==> src/rtl/tfd_pkg.sv <==
// shared types, codes and constants of the tunnel frame deframer
`default_nettype none

package tfd_pkg;

    localparam int HEADER_BYTES = 20;
    localparam int HDR_BITS     = HEADER_BYTES * 8;
    localparam int POS_W        = $clog2(HEADER_BYTES);
    localparam logic [POS_W-1:0] POS_LAST = POS_W'(HEADER_BYTES - 1);

    localparam int Q_DEPTH = 2;
    localparam int Q_AW    = $clog2(Q_DEPTH);
    localparam int Q_CW    = Q_AW + 1;

    localparam int CFG_IDX_W  = 3;
    localparam int CFG_DATA_W = 32;

    localparam logic [CFG_IDX_W-1:0] CFG_MAGIC       = 3'd0;
    localparam logic [CFG_IDX_W-1:0] CFG_VERSION     = 3'd1;
    localparam logic [CFG_IDX_W-1:0] CFG_TYPE_MIN    = 3'd2;
    localparam logic [CFG_IDX_W-1:0] CFG_TYPE_MAX    = 3'd3;
    localparam logic [CFG_IDX_W-1:0] CFG_MAX_PAYLOAD = 3'd4;

    localparam logic [1:0] KIND_HEADER  = 2'd0;
    localparam logic [1:0] KIND_PAYLOAD = 2'd1;
    localparam logic [1:0] KIND_ERROR   = 2'd2;

    localparam logic [2:0] ERR_MAGIC     = 3'd0;
    localparam logic [2:0] ERR_VERSION   = 3'd1;
    localparam logic [2:0] ERR_TYPE      = 3'd2;
    localparam logic [2:0] ERR_FLAGS     = 3'd3;
    localparam logic [2:0] ERR_TOO_LARGE = 3'd4;
    localparam logic [2:0] ERR_FAILED    = 3'd5;

    localparam logic [1:0] OP_HDR_OK  = 2'd0;
    localparam logic [1:0] OP_PAYLOAD = 2'd1;
    localparam logic [1:0] OP_HDR_ERR = 2'd2;
    localparam logic [1:0] OP_FAILED  = 2'd3;

    typedef struct packed {
        logic       mode;
        logic [7:0] data_byte;
    } tfd_in_t;

    typedef struct packed {
        logic [1:0]  kind;
        logic [7:0]  msg_type;
        logic [63:0] sequence_res;
        logic [31:0] payload_length;
        logic [7:0]  payload_byte;
        logic [2:0]  error_code;
        logic        last;
    } tfd_out_t;

    typedef struct packed {
        logic [7:0]  msg_type;
        logic [63:0] sequence_num;
        logic [31:0] length;
    } tfd_hdr_t;

    typedef struct packed {
        logic [1:0] op;
        logic [2:0] code;
        logic [7:0] data;
        logic       last;
        tfd_hdr_t   hdr;
    } tfd_op_t;

    typedef struct packed {
        logic    empty;
        tfd_op_t head;
    } tfd_q_rd_t;

endpackage

`default_nettype wire

==> src/rtl/tfd_front.sv <==
// front end: configuration, header gathering, header checks and byte classification
`default_nettype none

module tfd_front
    import tfd_pkg::*;
(
    input  wire logic                  clk,
    input  wire logic                  rst_n,
    input  wire logic                  cfg_we,
    input  wire logic [CFG_IDX_W-1:0]  cfg_index,
    input  wire logic [CFG_DATA_W-1:0] cfg_data,
    input  wire logic                  in_valid,
    output logic                       in_stall,
    input  wire tfd_in_t               in_data,
    input  wire logic                  q_full,
    output logic                       q_push,
    output tfd_op_t                    q_wdata
);

    logic [31:0]         magic_reg;
    logic [7:0]          version_reg;
    logic [7:0]          type_min_reg;
    logic [7:0]          type_max_reg;
    logic [31:0]         max_payload_reg;

    logic [POS_W-1:0]    pos_reg, pos_next;
    logic [31:0]         remaining_reg, remaining_next;
    logic                in_payload_reg, in_payload_next;
    logic                failed_reg, failed_next;
    logic [HDR_BITS-1:0] hdr_bytes_reg;
    logic [HDR_BITS-1:0] assembled;
    logic                accept;
    logic                shift_en;

    logic [31:0]         f_magic;
    logic [7:0]          f_version;
    logic [7:0]          f_type;
    logic [15:0]         f_flags;
    logic [31:0]         f_len;
    logic [63:0]         f_seq;
    logic                hdr_bad;
    logic [2:0]          hdr_code;

    assign in_stall = q_full;
    assign accept   = in_valid && !q_full;

    always_ff @(posedge clk or negedge rst_n)
    begin
        if (!rst_n)
        begin
            magic_reg       <= '0;
            version_reg     <= 8'd1;
            type_min_reg    <= 8'd1;
            type_max_reg    <= 8'd255;
            max_payload_reg <= 32'd65535;
        end
        else if (cfg_we)
        begin
            case (cfg_index)
                CFG_MAGIC:       magic_reg       <= cfg_data;
                CFG_VERSION:     version_reg     <= cfg_data[7:0];
                CFG_TYPE_MIN:    type_min_reg    <= cfg_data[7:0];
                CFG_TYPE_MAX:    type_max_reg    <= cfg_data[7:0];
                CFG_MAX_PAYLOAD: max_payload_reg <= cfg_data;
                default:         ;
            endcase
        end
    end

    // header bytes shift in at the low end, byte 0 ends up on top
    assign assembled = {hdr_bytes_reg[HDR_BITS-9:0], in_data.data_byte};
    assign f_magic   = assembled[159:128];
    assign f_version = assembled[127:120];
    assign f_type    = assembled[119:112];
    assign f_flags   = assembled[111:96];
    assign f_len     = assembled[95:64];
    assign f_seq     = assembled[63:0];

    always_comb
    begin
        hdr_bad  = 1'b1;
        hdr_code = ERR_MAGIC;
        if (f_magic != magic_reg)
            hdr_code = ERR_MAGIC;
        else if (f_version != version_reg)
            hdr_code = ERR_VERSION;
        else if (f_type < type_min_reg || f_type > type_max_reg)
            hdr_code = ERR_TYPE;
        else if (f_flags != 16'd0)
            hdr_code = ERR_FLAGS;
        else if (f_len > max_payload_reg)
            hdr_code = ERR_TOO_LARGE;
        else
            hdr_bad = 1'b0;
    end

    always_comb
    begin
        pos_next        = pos_reg;
        remaining_next  = remaining_reg;
        in_payload_next = in_payload_reg;
        failed_next     = failed_reg;
        shift_en        = 1'b0;
        q_push          = 1'b0;
        q_wdata         = '0;
        if (accept)
        begin
            if (in_data.mode)
            begin
                pos_next        = '0;
                remaining_next  = '0;
                in_payload_next = 1'b0;
                failed_next     = 1'b0;
            end
            else if (failed_reg)
            begin
                q_push       = 1'b1;
                q_wdata.op   = OP_FAILED;
                q_wdata.code = ERR_FAILED;
            end
            else if (in_payload_reg)
            begin
                remaining_next = remaining_reg - 32'd1;
                if (remaining_reg == 32'd1)
                    in_payload_next = 1'b0;
                q_push       = 1'b1;
                q_wdata.op   = OP_PAYLOAD;
                q_wdata.data = in_data.data_byte;
                q_wdata.last = (remaining_reg == 32'd1);
            end
            else
            begin
                shift_en = 1'b1;
                if (pos_reg == POS_LAST)
                begin
                    pos_next                 = '0;
                    q_push                   = 1'b1;
                    q_wdata.hdr.msg_type     = f_type;
                    q_wdata.hdr.sequence_num = f_seq;
                    q_wdata.hdr.length       = f_len;
                    if (hdr_bad)
                    begin
                        failed_next  = 1'b1;
                        q_wdata.op   = OP_HDR_ERR;
                        q_wdata.code = hdr_code;
                    end
                    else
                    begin
                        remaining_next  = f_len;
                        in_payload_next = (f_len != 32'd0);
                        q_wdata.op      = OP_HDR_OK;
                        q_wdata.last    = (f_len == 32'd0);
                    end
                end
                else
                begin
                    pos_next = pos_reg + POS_W'(1);
                end
            end
        end
    end

    always_ff @(posedge clk or negedge rst_n)
    begin
        if (!rst_n)
        begin
            pos_reg        <= '0;
            remaining_reg  <= '0;
            in_payload_reg <= 1'b0;
            failed_reg     <= 1'b0;
        end
        else
        begin
            pos_reg        <= pos_next;
            remaining_reg  <= remaining_next;
            in_payload_reg <= in_payload_next;
            failed_reg     <= failed_next;
        end
    end

    always_ff @(posedge clk)
    begin
        if (shift_en)
            hdr_bytes_reg <= assembled;
    end

    a_fail_excl: assert property (@(posedge clk) disable iff (!rst_n)
        failed_reg |-> !in_payload_reg)
        else $error("payload phase active while failed");

    a_rem_nonzero: assert property (@(posedge clk) disable iff (!rst_n)
        in_payload_reg |-> (remaining_reg != 32'd0))
        else $error("payload phase with nothing remaining");

    a_pos_range: assert property (@(posedge clk) disable iff (!rst_n)
        pos_reg <= POS_LAST)
        else $error("header position out of range");

endmodule

`default_nettype wire

==> src/rtl/tfd_queue.sv <==
// short op queue between front end and back end
`default_nettype none

module tfd_queue
    import tfd_pkg::*;
(
    input  wire logic    clk,
    input  wire logic    rst_n,
    input  wire logic    push,
    input  wire tfd_op_t wdata,
    input  wire logic    pop,
    output logic         full,
    output tfd_q_rd_t    rd
);

    tfd_op_t         entry_reg [Q_DEPTH];
    logic [Q_AW-1:0] wr_ptr_reg;
    logic [Q_AW-1:0] rd_ptr_reg;
    logic [Q_CW-1:0] count_reg;
    logic            do_pop;

    assign full     = (count_reg == Q_CW'(Q_DEPTH));
    assign rd.empty = (count_reg == '0);
    assign rd.head  = entry_reg[rd_ptr_reg];
    assign do_pop   = pop && !rd.empty;

    always_ff @(posedge clk)
    begin
        if (push)
            entry_reg[wr_ptr_reg] <= wdata;
    end

    always_ff @(posedge clk or negedge rst_n)
    begin
        if (!rst_n)
        begin
            wr_ptr_reg <= '0;
            rd_ptr_reg <= '0;
            count_reg  <= '0;
        end
        else
        begin
            if (push)
                wr_ptr_reg <= (wr_ptr_reg == Q_AW'(Q_DEPTH - 1)) ? '0 : wr_ptr_reg + Q_AW'(1);
            if (do_pop)
                rd_ptr_reg <= (rd_ptr_reg == Q_AW'(Q_DEPTH - 1)) ? '0 : rd_ptr_reg + Q_AW'(1);
            if (push && !do_pop)
                count_reg <= count_reg + Q_CW'(1);
            else if (!push && do_pop)
                count_reg <= count_reg - Q_CW'(1);
        end
    end

    a_count_range: assert property (@(posedge clk) disable iff (!rst_n)
        count_reg <= Q_CW'(Q_DEPTH))
        else $error("queue count beyond depth");

endmodule

`default_nettype wire

==> src/rtl/tfd_back.sv <==
// back end: frame context and result output register
`default_nettype none

module tfd_back
    import tfd_pkg::*;
(
    input  wire logic      clk,
    input  wire logic      rst_n,
    input  wire tfd_q_rd_t rd,
    output logic           pop,
    output logic           out_valid,
    input  wire logic      out_stall,
    output tfd_out_t       out_data
);

    tfd_hdr_t ctx_reg;
    tfd_out_t res_reg, res_next;
    logic     valid_reg;
    logic     load;

    assign load      = !rd.empty && (!valid_reg || !out_stall);
    assign pop       = load;
    assign out_valid = valid_reg;
    assign out_data  = res_reg;

    always_comb
    begin
        res_next = '0;
        case (rd.head.op)
            OP_HDR_OK:
            begin
                res_next.kind           = KIND_HEADER;
                res_next.msg_type       = rd.head.hdr.msg_type;
                res_next.sequence_res   = rd.head.hdr.sequence_num;
                res_next.payload_length = rd.head.hdr.length;
                res_next.last           = rd.head.last;
            end
            OP_HDR_ERR:
            begin
                res_next.kind           = KIND_ERROR;
                res_next.msg_type       = rd.head.hdr.msg_type;
                res_next.sequence_res   = rd.head.hdr.sequence_num;
                res_next.payload_length = rd.head.hdr.length;
                res_next.error_code     = rd.head.code;
            end
            OP_PAYLOAD:
            begin
                res_next.kind           = KIND_PAYLOAD;
                res_next.msg_type       = ctx_reg.msg_type;
                res_next.sequence_res   = ctx_reg.sequence_num;
                res_next.payload_length = ctx_reg.length;
                res_next.payload_byte   = rd.head.data;
                res_next.last           = rd.head.last;
            end
            OP_FAILED:
            begin
                res_next.kind       = KIND_ERROR;
                res_next.error_code = ERR_FAILED;
            end
            default:
            begin
                res_next = '0;
            end
        endcase
    end

    // header context kept for the payload results that follow
    always_ff @(posedge clk)
    begin
        if (load)
        begin
            res_reg <= res_next;
            if (rd.head.op == OP_HDR_OK || rd.head.op == OP_HDR_ERR)
                ctx_reg <= rd.head.hdr;
        end
    end

    always_ff @(posedge clk or negedge rst_n)
    begin
        if (!rst_n)
            valid_reg <= 1'b0;
        else if (load)
            valid_reg <= 1'b1;
        else if (!out_stall)
            valid_reg <= 1'b0;
    end

    a_payload_clean: assert property (@(posedge clk) disable iff (!rst_n)
        (valid_reg && res_reg.kind == KIND_PAYLOAD) |-> (res_reg.error_code == ERR_MAGIC))
        else $error("payload result with error code");

endmodule

`default_nettype wire

==> src/rtl/tunnel_frame_deframer.sv <==
// top level of the tunnel frame deframer
// throughput: one byte transfer per clock while in_stall (queue full) is low, set by the front end state update
// a result passes through an op queue entry and then the back end result register before out_valid shows it
// header checks run in the cycle of the twentieth header byte, payload bytes pass straight on
// reset: asynchronous active low, control and config registers return to defaults and the decoder to header start
`default_nettype none

module tunnel_frame_deframer
    import tfd_pkg::*;
(
    input  wire logic                  clk,
    input  wire logic                  rst_n,
    input  wire logic                  cfg_we,
    input  wire logic [CFG_IDX_W-1:0]  cfg_index,
    input  wire logic [CFG_DATA_W-1:0] cfg_data,
    input  wire logic                  in_valid,
    output logic                       in_stall,
    input  wire tfd_in_t               in_data,
    output logic                       out_valid,
    input  wire logic                  out_stall,
    output tfd_out_t                   out_data
);

    logic      q_full;
    logic      q_push;
    logic      q_pop;
    tfd_op_t   q_wdata;
    tfd_q_rd_t q_rd;

    tfd_front u_front (
        .clk       (clk),
        .rst_n     (rst_n),
        .cfg_we    (cfg_we),
        .cfg_index (cfg_index),
        .cfg_data  (cfg_data),
        .in_valid  (in_valid),
        .in_stall  (in_stall),
        .in_data   (in_data),
        .q_full    (q_full),
        .q_push    (q_push),
        .q_wdata   (q_wdata)
    );

    tfd_queue u_queue (
        .clk   (clk),
        .rst_n (rst_n),
        .push  (q_push),
        .wdata (q_wdata),
        .pop   (q_pop),
        .full  (q_full),
        .rd    (q_rd)
    );

    tfd_back u_back (
        .clk       (clk),
        .rst_n     (rst_n),
        .rd        (q_rd),
        .pop       (q_pop),
        .out_valid (out_valid),
        .out_stall (out_stall),
        .out_data  (out_data)
    );

endmodule

`default_nettype wire
==> config.mk <==
export PLATFORM = sky130hd
export DESIGN_NAME = tunnel_frame_deframer
export DESIGN_NICKNAME = d
export VERILOG_FILES = /design/src/rtl/tfd_pkg.sv /design/src/rtl/tfd_front.sv /design/src/rtl/tfd_queue.sv /design/src/rtl/tfd_back.sv /design/src/rtl/tunnel_frame_deframer.sv
export SDC_FILE = /design/constraint.sdc
export NUM_CORES = 1
export LEC_CHECK = 0
export BUFFER_PORTS_ARGS = -buffer_cell sky130_fd_sc_hd__buf_4
export CORE_MARGIN = 3
export CORE_UTILIZATION = 55
export DETAILED_ROUTE_END_ITERATION = 12
export PLACE_DENSITY = 0.73
export SLEW_MARGIN = 20
export SYNTH_ARGS = -nofsm -noshare
export SYNTH_HDL_FRONTEND = slang
export SYNTH_SLANG_ARGS = --single-unit
==> constraint.sdc <==
create_clock -name clk -period 25.8 [get_ports clk]
set_clock_uncertainty 0.15 [all_clocks]
set_input_delay 5.16 -clock clk [delete_from_list [all_inputs] [get_ports clk]]
set_output_delay 5.16 -clock clk [all_outputs]
set_load 0.1 [all_outputs]
**Yosys cells after proc, flatten, opt, wreduce, memory -nomap -nowiden**

Memories as Yosys holds them, arrays and structs flattened.
Index checks and enable logic that the tools add are counted.

- Bits in registers: 506
- Latch bits: 0
- Memory bits (writable): 236
- Memory bits (read-only): 0
- Output and inout bits: 120
- Logic and storage cells: 148
- Memories kept: 1

- $add $sub $neg: 6
- Multiply operators: 0
- Divide/modulo/power cells: 0
- Order comparisons: 3
- Eq/ne operators: 16
- Shift-type cells: 0
- Muxes and demuxes: 64
- Bitwise operators: 0
- Reduce and logical (&&, ||, !) cells: 34

Memory list:

| memory | words | bits a word | read ports | clocked after Yosys merged registers in | write ports | line | RTL |
|---|---|---|---|---|---|---|---|
| u_queue.entry_reg | 2 | 118 | 1 | 0 | 1 | tfd_queue.sv:16 | `tfd_op_t entry_reg [Q_DEPTH];` |

Operators by type and width:

| cell | number |
|---|---|
| $mux 118 | 2 |
| $pmux 104 s2 | 1 |
| $mux 32 | 5 |
| $mux 113 | 1 |
| $mux 105 | 1 |
| $mux 104 | 1 |
| $mux 1 | 33 |
| $eq 32x1->1 const B | 1 |
| $gt 32x32->1 | 1 |
| $logic_not 32->1 | 1 |
| $ne 32x32->1 | 1 |
| $reduce_bool 32->1 | 1 |
| $sub 32x1->32 const B | 1 |
| $mux 5 | 6 |
| $mux 3 | 7 |
| $reduce_bool 16->1 | 1 |
| $reduce_and 2->1 | 7 |
| $gt 8x8->1 | 1 |
| $lt 8x8->1 | 1 |
| $mux 2 | 4 |
| $mux 8 | 1 |
| $ne 8x8->1 | 1 |
| $eq 2x2->1 const B | 3 |
| $eq 3x2->1 const B | 2 |
| other kinds (23) | 39 |

**Longest topological paths before layout**

Gate-level depths: netlist (run 1).

- Depth in word-level cells: 12
- Gate-level depth with buffers: 11
- Gate-level depth less buffers: 10

**Cells and area by module**

Synthesis (run 1) repeated with hierarchy kept, for this count alone.

- Cell total of the unflattened synthesis: 1833
- Area, all modules: 29663.4 sq um

Modules (own cells, without submodules):

| module | instances | cells each | area an instance (sq um) |
|---|---|---|---|
| tfd_front | 1 | 1080 | 13035.0 |
| tfd_queue | 1 | 383 | 8745.9 |
| tfd_back | 1 | 370 | 7882.6 |

**Least setup slack after synthesis (run 1)**

Ideal clock, no wire load.

- Path kind: input port to flip-flop
- Start: in in_valid
- End: reg u_front.pos_reg[1]
- Library setup time: 90 ps
- Arrival: 12771 ps
- Required time: 25560 ps
- Path slack: 12789 ps
- Cell stages on the path: 5
- Path buffers: 1
- Path through: nand2_1 or3_1 clkbuf_1 nor2_1 a22o_1

- Longest elaborated chain between the ends: 2

RTL lines:

| item | line | RTL |
|---|---|---|
| start, declared | tunnel_frame_deframer.sv:16 | `input wire logic in_valid,` |
| $logic_and 1x1->1 | tfd_front.sv:45 | `assign accept = in_valid && !q_full;` |
| $reduce_and 3->1 (no line) | - |  |
| end signal, assigned | tfd_front.sv:174 | `pos_reg <= pos_next;` |
| end, declared | tfd_front.sv:26 | `logic [POS_W-1:0] pos_reg, pos_next;` |

No other way between the ends.
A chain may end at the register's enable or synchronous reset.

**Worst setup path after layout (run 1)**

- Start: in in_data[8] in the netlist's numbering
- End: reg u_front.remaining_reg[21]

- Longest elaborated chain between the ends: 2

RTL lines:

| item | line | RTL |
|---|---|---|
| start, declared | tunnel_frame_deframer.sv:18 | `input wire tfd_in_t in_data,` |
| $ne 3x2->1 (no line), or another cell as far along | - |  |
| $reduce_and 4->1 (no line) | - |  |
| end signal, assigned | tfd_front.sv:175 | `remaining_reg <= remaining_next;` |
| end, declared | tfd_front.sv:27 | `logic [31:0] remaining_reg, remaining_next;` |

Parallel ways exist; a longest one is shown, timed or not.

==> results of run 1 <==
[cell usage after synthesis, types with 6 or more instances]
| cell type | count |
|---|---|
| nor2_1 | 56 |
| inv_1 | 56 |
| clkbuf_1 | 74 |
| mux2_2 | 156 |
| nor3_1 | 27 |
| a21oi_1 | 44 |
| nand2_1 | 73 |
| or3_1 | 7 |
| nand2b_1 | 8 |
| dfstp_2 | 26 |
| a31oi_1 | 8 |
| o21a_1 | 6 |
| edfxtp_1 | 610 |
| a22oi_1 | 6 |
| dfrtp_1 | 106 |
| ha_1 | 51 |
| nor2b_1 | 13 |
| mux2i_1 | 21 |
| o21ai_0 | 76 |
| nand4_1 | 17 |
| and3_1 | 112 |
| o21ai_1 | 19 |
| nor4_1 | 33 |
| a22o_1 | 106 |
| nand3_1 | 23 |
| xor2_1 | 42 |
| buf_1 | 8 |
[power by group through the flow]
stage          Clock (W)  Sequential (W)  Combinational, W
2_1_floorplan          0         0.00225          0.000370
3_3_place_gp           0         0.00169           0.00118
3_5_place_dp           0         0.00170           0.00120
4_1_cts          0.00110         0.00168           0.00120
5_1_grt          0.00116         0.00169           0.00125
6_report         0.00108         0.00168           0.00119
[metal layers]
| layer | vias to the layer above | global-route usage (%) | routed length (um) |
|---|---|---|---|
| met3 | 106 | 4.018 | 3842 |
| met1 | 8367 | 31.93 | 27110 |
| li1 | 7446 | - | - |
| met2 | 568 | 34.16 | 29470 |
| met4 | 2 | 7.147 | 1598 |
| met5 | - | 0 | 13 |
[worst register-to-register path: stages (launching register included)]
cell,delay (ps)
edfxtp_1,510
ha_1,390
and4b_1,230
a211oi_2,190
o22ai_1,260
or4_4,620
a2111oi_4,560
a21oi_2,290
buf_4,320
or2_4,310
o21ai_1,160
[cell families (layout without fill, tap and decap cells)]
kind of cell / after synthesis / count (layout) / share of synthesized area, %
DFF: 742 / 742 / 73.83
and+or+nand+nor: 388 / 388 / 7.073
AOI/OAI and AO/OA: 297 / 297 / 6.992
muxes: 177 / 177 / 6.706
buffers and inverters: 144 / 382 / 1.907
adders and majority gates: 51 / 51 / 2.176
xor gates and xnor gates: 44 / 44 / 1.314
other: 0 / 1 / 0
[area by class of cell]
type | instances | area, sq um
Sequential cell | 742 | 21660
Fill cell | 3631 | 18790
Multi-Input combinational cell | 957 | 7173
Clock buffer | 99 | 2082
Timing Repair Buffer | 192 | 1485
Tap cell | 688 | 860.8
Clock inverter | 34 | 389.1
Inverter | 57 | 217.7
Antenna cell | 1 | 2.502
[through the flow]
stage | hold WS [ps] | cell area (sq um)
3_3_place_gp | 271.8 | 31330
4_1_cts | 288.2 | 33800
2_1_floorplan | 267.4 | 29330
5_1_grt | 292.6 | 33870
3_5_place_dp | 275.7 | 31330
6_report | 291.9 | 33870
[worst max path at each step]
stage                           from                   endpoint  slack [ps]  cells past startpoint
final                     in_data[8]  u_front.remaining_reg[21]       18050                     10
after global routing      in_data[8]  u_front.remaining_reg[14]       17920                     10
after CTS                 in_data[8]    u_queue.entry_reg[0][6]       17840                      6
after detailed placement  in_data[8]    u_queue.entry_reg[0][7]       17200                      6
after global placement    in_data[8]   u_queue.entry_reg[0][23]       17270                      6
after floorplan             in_valid         u_front.pos_reg[1]       12790                      5
==> qor.yml, run 1 <==
clocking:
  clk_latency_ps: 610
  cts_buffer_depth: 3
  cts.htree.levels: 3
  clock-sinks: 742
  hold_buffers: 0
  cts_setup_buffers: 0
  clkTransAtPathRegs_ps: 60
  cts_tree: "yes"
  cts-root-buf: "clkbuf_16"
  cts_resized: 0
  cts_buffers: 74
grt:
  grt_pass1_wl_um: 95720
  antenna_found_initial: 3
  grt_max_degree: 107
  grt_usage_pct: 22.00
  grt-ovfl-total: 0
  grt_pass1_vias: 16370
floorplanning:
  die_width_um: 236.9
  coreArea_sq_mm: 0.05266
  start_util_pct: 55.70
  rows: 84
  die_area_sq_mm: 0.05613
  pin_count: 169
  die_y_um: 236.9
min_path:
  hold_end: "u_front.hdr_bytes_reg[27]"
  holdPathStages: 0
  min_from: "u_front.hdr_bytes_reg[19]"
  worstHoldPathType: "reg2reg"
synthesis:
  synth.top_cell.area_share_pct: 62.46
  syn_area_sq_mm: 0.02933
  seq_area_frac_synth_pct: 73.83
  ys_ff_latch: 742
  synth_cells: 1843
  syn_nets: 1943
  syn_avg_cell_area_sq_um: 15.91
  synth.largest_area_cell: "edfxtp_1"
  synth_edf_count: 610
  synth_warnings: 0
  async_reset_ff_share_pct: 17.79
  synthFlopType: "edfxtp_1"
  synthTopCellsByArea: "edfxtp_1, dfrtp_1, mux2_2"
  synth_cell_type_count: 57
route:
  wirelength_um: 62040
  first_pass_iters: 5
  via_per_inst: 5.953
  avgRoutedWirePerCell_um: 22.40
  initialDrtViolationCount: 1417
  drc: 0
  antenna_left: 0
  vias: 16490
final_layout:
  nets: 2124
  synthToLayoutAreaGrowth_pct: 15.48
  final_cell_mix: "edfxtp_1, buf_4, mux2_2"
  fin_util_pct: 64.32
  final_layout_size_suffix_gt1_share_pct: 24.32
  largest_reg_flops: 236
  final_common_cell: "edfxtp_1"
  instances_no_fill: 2770
pwr:
  peakVddDrop_mv: 0.09642
  p_comb_share_pct: 30.2
  seq_power_share_pct: 42.4
  intPower_w: 0.002490
  p_switching_w: 0.001463
  switching_share_pct: 37.01
  clockPowerShare_pct: 27.4
  leakage_nw: 12.52
  powerDensity_mw_per_mm2: 116.7
  total_power_w: 0.003953
sta:
  slew_headroom_pct: 26.67
  rsz0062_at_grt: "no"
  period_needed_ps: 7753
  period_share_pct: 30.05
  slew_violations: 0
  worst_slack_ps: 18050
  setup-tns-final_ps: 0
  fmax_ghz: 0.1290
  setup_viol: 0
  worst_slew_pin_slew_ps: 1100
  hold_viol_final: 0
critical_path:
  critPathMaxFanout: 31
  cp_common_cell: "buf_4"
  crit_path_top_delay_cell: "a2111oi_4"
  critical_path.top_delay_family: "simple AND/OR/NAND/NOR gates"
  max_stage_delay_ps: 560
  critPathLaunchType: "input port"
  r2r_start: "u_front.hdr_bytes_reg[107]"
  crit_type: "in2reg"
  critical_path_arrival_ps: 8140
  r2r_end: "u_front.remaining_reg[21]"
  path_cells: "buf_4 -> nand2b_1 -> and3_1 -> nand2_1 -> or4_4 -> a2111oi_4 -> a21oi_2 -> buf_4 -> or2_4 -> o21ai_1"
  worstPathRequired_ps: 26190
  worst_r2r_path_depth: 10
  ff2ff_setup_slack_ps: 21750
  end_kind: "register"
  path_buf_inv: 2
placement:
  dpl.hpwl_um: 39430
  io_buffers: 168
  dp_slack_ps: 17200
  place_inst: 2634
  place_congestion: 0.8783
status:
  status: "finished clean"
flow_run:
  drv_cap: 0
(Power assumes the default switching activity.)
==> run 2: changes to the inputs <==
--- a/config.mk
+++ b/config.mk
@@ -9,7 +9,7 @@
 export CORE_MARGIN = 3
 export CORE_UTILIZATION = 55
 export DETAILED_ROUTE_END_ITERATION = 12
-export PLACE_DENSITY = 0.73
+export PLACE_DENSITY = 0.76
 export SLEW_MARGIN = 20
 export SYNTH_ARGS = -nofsm -noshare
 export SYNTH_HDL_FRONTEND = slang
==> constraint.sdc (replaced) <==
create_clock -name clk -period 6.3 [get_ports clk]
set_clock_uncertainty 0.15 [all_clocks]
set_input_delay 1.26 -clock clk [delete_from_list [all_inputs] [get_ports clk]]
set_output_delay 1.26 -clock clk [all_outputs]
set_load 0.1 [all_outputs]
==> qor.yml, run 2 (synthesis gave the netlist of run 1 again) <==
status:
  status: "finished clean"
clocking:
  cts.htree.levels: 3
  clkTransAtPathRegs_ps: 60
  hold_buffers: 0
  cts_buffer_depth: 3
  clk_latency_ps: 610
  cts_setup_buffers: 0
  cts-root-buf: "clkbuf_16"
  cts_buffers: 74
  clock-sinks: 742
  cts_resized: 0
  cts_tree: "yes"
critical_path:
  crit_path_top_delay_cell: "nor3_1"
  critPathLaunchType: "register"
  worstPathRequired_ps: 6590
  path_cells: "ha_1 -> nand2b_1 -> nor3_1 -> nand2b_1 -> inv_2 -> buf_4 -> a41oi_1 -> nor2_1"
  max_stage_delay_ps: 720
  cp-startpoint: "u_front.pos_reg[0]"
  cp_common_cell: "nand2b_1"
  critPathMaxFanout: 53
  critical_path_arrival_ps: 4050
  worst_r2r_path_depth: 8
  crit_type: "reg2reg"
  r2r_start: "u_front.pos_reg[0]"
  end_kind: "register"
placement:
  postPlaceCellArea_sq_mm: 0.03138
  io_buffers: 168
  dpl.hpwl_um: 39120
  place_congestion: 0.8845
floorplanning:
  coreArea_sq_mm: 0.05266
  die_area_sq_mm: 0.05613
  pin_count: 169
  rows: 84
  die_width_um: 236.9
  start_util_pct: 55.70
  die_y_um: 236.9
pwr:
  powerDensity_mw_per_mm2: 478.5
  leakage_nw: 12.54
  peakVddDrop_mv: 0.3205
  total_power_w: 0.01625
route:
  initialDrtViolationCount: 1602
  wirelength_um: 61920
  avgRoutedWirePerCell_um: 22.32
  drc: 0
  vias: 16530
  via_per_inst: 5.960
  antenna_left: 0
  first_pass_iters: 5
grt:
  grt_pass1_wl_um: 95480
  gr-usage-met1_pct: 31.68
  grt-ovfl-total: 0
  antenna_found_initial: 3
  grtUsageMet2_pct: 34.43
  grt_usage_pct: 21.88
  grt_max_degree: 111
  use_met3_pct: 3.517
  busiest_layer: "met2"
  grt_pass1_vias: 16270
sta:
  slew_headroom_pct: 27.55
  worst_slew_pin_slew_ps: 1087
  fin_hold_ws_ps: 289.1
  setup-tns-final_ps: 0
  rsz0062_at_grt: "no"
  hold_viol_final: 0
  fmax_ghz: 0.2662
  period_share_pct: 59.63
  setup_viol: 0
  period_needed_ps: 3757
  slew_violations: 0
flow_run:
  drv_cap: 0
final_layout:
  final_cell_mix: "edfxtp_1, buf_4, mux2_2"
  final_common_cell: "edfxtp_1"
  fin_area_sq_mm: 0.03395
  largest_reg_flops: 236
  synthToLayoutAreaGrowth_pct: 15.76
  nets: 2125
  final_layout_size_suffix_gt1_share_pct: 24.36
min_path:
  min_from: "u_front.hdr_bytes_reg[0]"
  worstHoldPathType: "reg2reg"
  holdPathStages: 0
[run 2: where the power goes]
group	total, W	switching (W)	internal (W)
Clock	0.00451	0.00182	0.00269
Sequential	0.00689	0.000489	0.00640
Combinational	0.00484	0.00368	0.00116
Total	0.0162	0.00599	0.0103
[run 2: path summary, 6_finish.rpt]
check / to / slack, ps
setup / recovery: u_queue.entry_reg[1][104] / 2540
setup reg to reg: u_queue.entry_reg[1][104] / 2540
min in group asynchronous: u_front.version_reg[4] / 390
hold reg to reg: u_front.hdr_bytes_reg[8] / 290
max in group asynchronous: u_front.remaining_reg[20] / 4200
hold / removal: u_front.hdr_bytes_reg[8] / 290
[run 2: layout make-up]
| class | count | area [sq um] |
|---|---|---|
| well taps | 688 | 860.8 |
| fillers | 3563 | 18710 |
| multi-input cells | 957 | 7168 |
| inverters | 57 | 217.7 |
| clock buffers | 93 | 2048 |
| repair buffers | 193 | 1514 |
| diodes | 1 | 2.502 |
| clock inverters | 43 | 481.7 |
| flip-flops and latches | 742 | 21660 |
[run 2: per-layer routing]
| layer | vias up | share of wire [%] |
|---|---|---|
| met2 | 563 | 48 |
| met3 | 102 | 6.3 |
| met4 | 2 | 2.4 |
| met1 | 8394 | 43 |
| li1 | 7472 | - |
| met5 | - | 0.021 |
[run 2: stage by stage]
step | std cells | setup slack (ps) | utilization (%)
5_1_grt | 2774 | 2334 | 64.48
2_1_floorplan | 1843 | 740.1 | -
3_3_place_gp | 2636 | 2244 | 59.60
3_5_place_dp | 2636 | 2165 | 59.60
6_report | 2774 | 2543 | 64.48
4_1_cts | 2772 | 2606 | 64.40
[run 2: critical path: cells and delay by family, from the launching register on]
family / cells / cell delay [ps]
simple gates: 4 / 1330
buf+inv: 2 / 1210
flops: 1 / 380
fa+ha+maj: 1 / 230
compound gates: 1 / 230
